### src/hdl/rida_pkg.sv
// ----------------------------------------------------------------------------
// rida_pkg
// shared types and constants of the rolling id allocator
// ----------------------------------------------------------------------------
package rida_pkg;

   localparam int ID_W             = 16;
   localparam int MAX_VALUE_DEF    = 65536;
   localparam int CAPACITY_DEF     = 64;

   localparam logic OP_ACQUIRE     = 1'b0;
   localparam logic OP_FREE        = 1'b1;

   typedef enum logic [1:0] {
      ST_OK      = 2'd0,
      ST_FULL    = 2'd1,
      ST_UNKNOWN = 2'd2
   } status_type;

   typedef enum logic [1:0] {
      S_IDLE,
      S_ACQ,
      S_FREE_CMP,
      S_FREE_SHIFT
   } state_type;

   typedef struct packed {
      logic occupied;
      logic load;
      logic shift;
   } cell_ctrl_type;

endpackage

### src/hdl/rida_cell.sv
// ----------------------------------------------------------------------------
// rida_cell
// one slot of the identifier store: holds a value, matches it against the
// broadcast key and takes its upper neighbor's value when the row closes a gap
// ----------------------------------------------------------------------------
module rida_cell (
   input  logic                        clock,
   input  rida_pkg::cell_ctrl_type     ctrl,
   input  logic [rida_pkg::ID_W-1:0]   key,
   input  logic [rida_pkg::ID_W-1:0]   shift_value,
   output logic [rida_pkg::ID_W-1:0]   value,
   output logic                        hit
);

   logic [rida_pkg::ID_W-1:0] val_ff;
   logic [rida_pkg::ID_W-1:0] val_in;

   always_comb begin
      val_in = val_ff;
      if (ctrl.load) begin
         val_in = key;
      end else if (ctrl.shift) begin
         val_in = shift_value;
      end
   end

   always_ff @(posedge clock) begin
      val_ff <= val_in;
   end

   assign value = val_ff;
   assign hit   = ctrl.occupied && (val_ff == key);

endmodule

### src/hdl/rolling_unique_id_allocator_top.sv
// ----------------------------------------------------------------------------
// rolling_unique_id_allocator_top
// hands out unique identifiers from a rolling counter and takes them back
// ----------------------------------------------------------------------------
// Identifiers in use live in a row of CAPACITY cells that all compare against
// one broadcast key each cycle. An acquire tries candidates from the rolling
// counter, moving to the next while one is already in use; a free compares,
// closes the gap by shifting the upper cells down, and responds.
// One word is worked on at a time; req_stall stays high until the result is
// written to the output register, which holds it while rsp_stall is high.
module rolling_unique_id_allocator_top #(
   parameter int MAX_VALUE = rida_pkg::MAX_VALUE_DEF,
   parameter int CAPACITY  = rida_pkg::CAPACITY_DEF
) (
   input  logic                        clock,
   input  logic                        reset,
   input  logic                        req_valid,
   output logic                        req_stall,
   input  logic                        req_operation,
   input  logic [rida_pkg::ID_W-1:0]   req_number,
   output logic                        rsp_valid,
   input  logic                        rsp_stall,
   output logic [rida_pkg::ID_W-1:0]   rsp_id_value,
   output logic [1:0]                  rsp_status
);

   localparam int CW = $clog2(CAPACITY + 1);
   localparam int XW = $clog2(CAPACITY);
   localparam int IW = rida_pkg::ID_W;

   rida_pkg::state_type state_ff, state_in;

   logic [IW-1:0]       counter_ff;
   logic [IW-1:0]       cand_ff;
   logic [IW-1:0]       number_ff;
   logic [CW-1:0]       count_ff;
   logic                found_ff;
   logic [XW-1:0]       hit_idx_ff;
   logic [XW-1:0]       hit_idx_in;

   logic                rsp_valid_ff;
   logic [IW-1:0]       rsp_id_ff;
   rida_pkg::status_type rsp_status_ff;

   logic [IW-1:0]       key;
   logic [CAPACITY-1:0] hit_vec;
   logic [IW-1:0]       cell_value [CAPACITY];
   logic                any_hit;
   logic                full;
   logic                out_free;
   logic                finish;
   logic                advance;
   logic                cand_load;
   logic                acq_ok;

   function automatic logic [IW-1:0] next_cand(input logic [IW-1:0] c);
      logic [IW:0] sum;
      sum = {1'b0, c} + {{IW{1'b0}}, 1'b1};
      if (sum >= (IW+1)'(MAX_VALUE)) begin
         next_cand = {{(IW-1){1'b0}}, 1'b1};
      end else begin
         next_cand = sum[IW-1:0];
      end
   endfunction

   assign key      = (state_ff == rida_pkg::S_ACQ) ? cand_ff : number_ff;
   assign any_hit  = |hit_vec;
   assign full     = (count_ff == CW'(CAPACITY));
   assign out_free = !rsp_valid_ff || !rsp_stall;

   // cell row
   for (genvar k = 0; k < CAPACITY; k++) begin : g_cell
      rida_pkg::cell_ctrl_type ctrl;
      logic [IW-1:0]           up_value;

      if (k == CAPACITY - 1) begin : g_last
         assign up_value = cell_value[k];
      end else begin : g_mid
         assign up_value = cell_value[k+1];
      end

      assign ctrl.occupied = (CW'(k) < count_ff);
      assign ctrl.load     = acq_ok && (count_ff == CW'(k));
      assign ctrl.shift    = (state_ff == rida_pkg::S_FREE_SHIFT) && found_ff && out_free
                             && (XW'(k) >= hit_idx_ff);

      rida_cell u_cell (
         .clock       (clock),
         .ctrl        (ctrl),
         .key         (key),
         .shift_value (up_value),
         .value       (cell_value[k]),
         .hit         (hit_vec[k])
      );
   end

   always_comb begin
      hit_idx_in = '0;
      for (int k = 0; k < CAPACITY; k++) begin
         if (hit_vec[k]) begin
            hit_idx_in = hit_idx_in | XW'(k);
         end
      end
   end

   // next state
   always_comb begin
      state_in = state_ff;
      case (state_ff)
         rida_pkg::S_IDLE: begin
            if (req_valid) begin
               state_in = (req_operation == rida_pkg::OP_ACQUIRE) ?
                          rida_pkg::S_ACQ : rida_pkg::S_FREE_CMP;
            end
         end
         rida_pkg::S_ACQ: begin
            if ((full || !any_hit) && out_free) begin
               state_in = rida_pkg::S_IDLE;
            end
         end
         rida_pkg::S_FREE_CMP: begin
            state_in = rida_pkg::S_FREE_SHIFT;
         end
         rida_pkg::S_FREE_SHIFT: begin
            if (out_free) begin
               state_in = rida_pkg::S_IDLE;
            end
         end
         default: begin
            state_in = rida_pkg::S_IDLE;
         end
      endcase
   end

   // outputs of the state machine
   always_comb begin
      req_stall = 1'b1;
      finish    = 1'b0;
      advance   = 1'b0;
      cand_load = 1'b0;
      acq_ok    = 1'b0;
      case (state_ff)
         rida_pkg::S_IDLE: begin
            req_stall = 1'b0;
            cand_load = req_valid;
         end
         rida_pkg::S_ACQ: begin
            advance = !full && any_hit;
            finish  = (full || !any_hit) && out_free;
            acq_ok  = !full && !any_hit && out_free;
         end
         rida_pkg::S_FREE_SHIFT: begin
            finish = out_free;
         end
         default: begin
            req_stall = 1'b1;
         end
      endcase
   end

   always_ff @(posedge clock) begin
      if (reset) begin
         state_ff     <= rida_pkg::S_IDLE;
         counter_ff   <= {{(IW-1){1'b0}}, 1'b1};
         count_ff     <= '0;
         rsp_valid_ff <= 1'b0;
      end else begin
         state_ff <= state_in;
         if (acq_ok) begin
            counter_ff <= cand_ff;
            count_ff   <= count_ff + CW'(1);
         end else if (state_ff == rida_pkg::S_FREE_SHIFT && finish && found_ff) begin
            count_ff <= count_ff - CW'(1);
         end
         if (finish) begin
            rsp_valid_ff <= 1'b1;
         end else if (!rsp_stall) begin
            rsp_valid_ff <= 1'b0;
         end
      end
   end

   always_ff @(posedge clock) begin
      if (cand_load) begin
         cand_ff   <= next_cand(counter_ff);
         number_ff <= req_number;
      end else if (advance) begin
         cand_ff <= next_cand(cand_ff);
      end
      if (state_ff == rida_pkg::S_FREE_CMP) begin
         found_ff   <= any_hit;
         hit_idx_ff <= hit_idx_in;
      end
      if (finish) begin
         if (state_ff == rida_pkg::S_ACQ) begin
            rsp_id_ff     <= full ? '0 : cand_ff;
            rsp_status_ff <= full ? rida_pkg::ST_FULL : rida_pkg::ST_OK;
         end else begin
            rsp_id_ff     <= '0;
            rsp_status_ff <= found_ff ? rida_pkg::ST_OK : rida_pkg::ST_UNKNOWN;
         end
      end
   end

   assign rsp_valid    = rsp_valid_ff;
   assign rsp_id_value = rsp_id_ff;
   assign rsp_status   = rsp_status_ff;

   // checks
   a_count_bound: assert property (@(posedge clock) disable iff (reset)
      count_ff <= CW'(CAPACITY))
      else $error("store count above capacity");

   a_acq_grows: assert property (@(posedge clock) disable iff (reset)
      acq_ok |=> count_ff == $past(count_ff) + CW'(1))
      else $error("acquire did not grow the store");

   a_rsp_source: assert property (@(posedge clock) disable iff (reset)
      $rose(rsp_valid_ff) |-> ($past(state_ff) == rida_pkg::S_ACQ
                               || $past(state_ff) == rida_pkg::S_FREE_SHIFT))
      else $error("response raised outside a finishing state");

   a_acq_unique: assert property (@(posedge clock) disable iff (reset)
      acq_ok |-> !any_hit && cand_ff != '0)
      else $error("acquired identifier already in use");

endmodule

### config.mk
export PLATFORM = sky130hd
export DESIGN_NAME = rolling_unique_id_allocator_top
export DESIGN_NICKNAME = d
export VERILOG_FILES = /design/src/hdl/rida_pkg.sv /design/src/hdl/rida_cell.sv /design/src/hdl/rolling_unique_id_allocator_top.sv
export SDC_FILE = /design/constraint.sdc
export NUM_CORES = 2
export LEC_CHECK = 0
export ABC_CLOCK_PERIOD_IN_PS = 16219
export BUFFER_PORTS_ARGS = -buffer_cell sky130_fd_sc_hd__buf_2
export CAP_MARGIN = 40
export CORE_UTILIZATION = 37
export DETAILED_ROUTE_END_ITERATION = 8
export HOLD_SLACK_MARGIN = 0.05
export SLEW_MARGIN = 20
export SYNTH_ARGS = -nofsm -noshare
export SYNTH_HDL_FRONTEND = slang
export SYNTH_HIERARCHICAL = 1
export SYNTH_SLANG_ARGS = --single-unit
### constraint.sdc
create_clock -name clock -period 16.22 [get_ports clock]
set_input_delay 1.622 -clock clock [delete_from_list [all_inputs] [get_ports clock]]
set_output_delay 1.622 -clock clock [all_outputs]
set_load 0.02 [all_outputs]
==> results.json <==
{
  "status": "complete, no violations",
  "synthArstFlopShare_pct": 0,
  "rows": 148,
  "reg2reg_depth": 17,
  "synth_top_area_cell": "edfxtp_1",
  "min_delay_path_depth": 2,
  "tightest_slew_ns": 0.9324,
  "avgSynthCellArea_um2": 13.79,
  "hold_viol": 0,
  "clockBufferDepth": 3,
  "first_pass_iters": 6,
  "clk_latency_ns": 0.78,
  "hold_path.class": "reg2reg",
  "place.gp.congestion": 0.9462,
  "viasPerCell": 5.407,
  "die_y_um": 408.1,
  "synth_ff_type": "edfxtp_1",
  "cts_tree": "yes",
  "rsz0062_at_grt": "false",
  "synth_edf_count": 1081,
  "maxCapViolCount": 0,
  "cts-htree-levels": 4,
  "end_kind": "flip-flop",
  "finalSetupTns_ns": 0,
  "worst-path-max-fanout": 52,
  "syn_inst": 4424,
  "drive_gt1_share_pct": 33.87,
  "max-slew-margin-rel_pct": 37.26,
  "synth.distinct_cells": 56,
  "core_area_mm2": 0.1633,
  "holdBufCountCts": 0,
  "numCtsBuffers": 130,
  "portBuffers": 40,
  "syn_nets": 4453,
  "skew_ns": 0.03550,
  "grt_first_pass_wirelength_um": 249400,
  "root_buffer": "clkbuf_16",
  "synth.area.top_cells": "edfxtp_1 (53%), mux2_2 (19%), xnor2_1 (11%)",
  "ir_worst_vdd_v": 0.0001008,
  "start_util_pct": 37.36,
  "syn_area_mm2": 0.06102,
  "yosysTopAreaCellShare_pct": 53.20,
  "cts_sinks": 1107,
  "ys_seq_elements": 1107,
  "place_ws_ns": 8.960,
  "holdWs_ns": 0.5098,
  "grt_remaining_overflow": 0,
  "yosysWarnings": 6,
  "period_needed_ns": 7.305,
  "finalCritPeriodShare_pct": 45.04,
  "antenna_found_initial": 4,
  "critical_path_class": "reg2reg",
  "routedWlPerCell_um": 24.36,
  "worstPathArrival_ns": 7.72,
  "grt_pass1_vias": 37370,
  "ys_seq_area_share_pct": 54.05,
  "final_core_util_pct": 42.05,
  "postRouteAntennaNets": 0,
  "grt_usage_pct": 19.74,
  "die_width_um": 408.1,
  "syn2layout_area_growth_pct": 12.55,
  "cellLeakagePower_nw": 20.38,
  "clkTransAtPathRegs_ns": 0.06,
  "cp_data_required_time_ns": 16.64,
  "vias": 36830,
  "route.detailed.drc": 0,
  "pwr_density_cell_mw_per_mm2": 106.7,
  "post_cts_buffers": 0,
  "startpoint_type": "flip-flop",
  "nets": 4563,
  "fin_ws_ns": 8.915,
  "ios": 41,
  "grt_max_degree": 106,
  "ctsResizeCount": 0,
  "dieArea_mm2": 0.1665,
  "slew_viol_final": 0,
  "dpl.hpwl_um": 115000,
  "routed_wl_um": 165900,
  "timing.fmax_mhz": 136.9,
  "dr.first_iter.drc_count": 2868,
  "setup_viol": 0
}
-- per-layer routing --
metal	routed length [µm]	track usage [%]
met4	5381	6.871
met1	71410	26.03
met5	42	0
met2	78140	32.04
met3	10950	4.119
-- path summary, 6_finish.rpt --
path	startpoint	end	slack (ns)
setup / recovery	state_ff[1]$_SDFFE_PP0P_	g_cell[34].u_cell/value[15]$_DFFE_PP_	8.92
setup reg to reg	state_ff[1]$_SDFFE_PP0P_	g_cell[34].u_cell/value[15]$_DFFE_PP_	8.92
hold / removal	counter_ff[5]$_SDFFE_PP0P_	counter_ff[5]$_SDFFE_PP0P_	0.51
hold reg to reg	counter_ff[5]$_SDFFE_PP0P_	counter_ff[5]$_SDFFE_PP0P_	0.51
-- power breakdown --
group          internal (W)  switching [W]  leakage, nW  total, W
Sequential          0.00317      0.0000517         9.39   0.00322
Clock               0.00160        0.00124         1.98   0.00284
Combinational      0.000425       0.000844         9.02   0.00127
Total               0.00520        0.00213         20.4   0.00733
-- registers in the layout (all words and copies together) (netlist names) --
| signal | count |
|---|---|
| state_ff | 2 |
| hit_idx_ff | 6 |
| number_ff | 16 |
| cand_ff | 16 |
| counter_ff | 16 |
| found_ff | 1 |
| rsp_id_value | 16 |
| count_ff | 7 |
| rsp_valid | 1 |
| rsp_status | 2 |
| g_cell.u_cell/value | 1024 |
-- cells by family after synthesis --
kind of cell	share of synthesized area (%)
XOR/XNOR	15.11
AO/OA/AOI/OAI	1.686
AND/OR/NAND/NOR	8.101
flip-flops	54.05
adder cells (fa/ha/maj)	0.1640
multiplexers	19.21
buffers and inverters	1.675
-- layout make-up --
type | count | area, µm²
clock buffers | 158 | 3401
well taps | 2175 | 2721
multi-input cells | 3096 | 27520
repair buffers | 171 | 1286
flip-flops and latches | 1107 | 32980
inverters | 28 | 105.1
fillers | 14950 | 94650
diodes | 1 | 2.502
clock inverters | 76 | 659.4
-- worst max-delay path, cell delays in order, from the launching register on --
cell and delay (ns):
dfxtp_1 0.45, nand2b_2 0.38, buf_12 0.23, mux2_8 0.53
buf_4 0.65, buf_4 0.51, xnor2_1 0.12, nand4_1 0.17
nor4_2 0.10, buf_4 0.16, nor4_1 0.58, nand3_1 0.24
nor4_4 0.19, buf_4 0.36, nand3_1 0.58, nor2_1 0.76
buf_4 0.32, or2_2 0.41
-- stage by stage --
stage | instance area, µm² | instances | power [W]
detailed placement | 64480 | 6567 | 0.004532
finish | 68680 | 6812 | 0.007327
floorplan | 61020 | 4424 | 0.004100
global route | 68680 | 6811 | 0.007578
CTS | 68540 | 6801 | 0.007379
global placement | 64250 | 6550 | 0.004519
-- layout by cell type, fill, tap and decap left out, types with 31 or more instances in the layout --
cell type | netlist | routed
nor2_1 | 75 | 69
buf_4 | 2 | 110
xor2_1 | 272 | 272
edfxtp_1 | 1081 | 1081
or2_2 | 72 | 72
clkbuf_16 | 0 | 132
xnor2_1 | 781 | 781
clkinv_1 | 0 | 37
nand2_1 | 144 | 143
nor4_1 | 95 | 85
nand4_1 | 210 | 210
o21ai_0 | 32 | 31
nand3_1 | 34 | 34
a21oi_1 | 72 | 72
mux2_2 | 1040 | 1025
buf_2 | 135 | 45
nor4_2 | 64 | 73
-- cells in the mapped netlist, drive strengths merged (3+ instances only) --
cell,n
inv,28
and3,14
o21ai,32
mux2,1040
nor2b,6
nand4,210
and4,8
nor4,160
a21o,6
o22ai,14
ha,8
nor2,75
a31oi,21
and2,24
a21oi,72
edfxtp,1081
dfxtp,26
nand3,34
o211ai,6
or3,7
or4,5
o21a,3
a21boi,3
xnor2,781
buf,144
nor3,41
clkbuf,49
xor2,272
or2,72
nand2,144
nand2b,11
nor3b,4
Power figures use the tool's default switching activity.
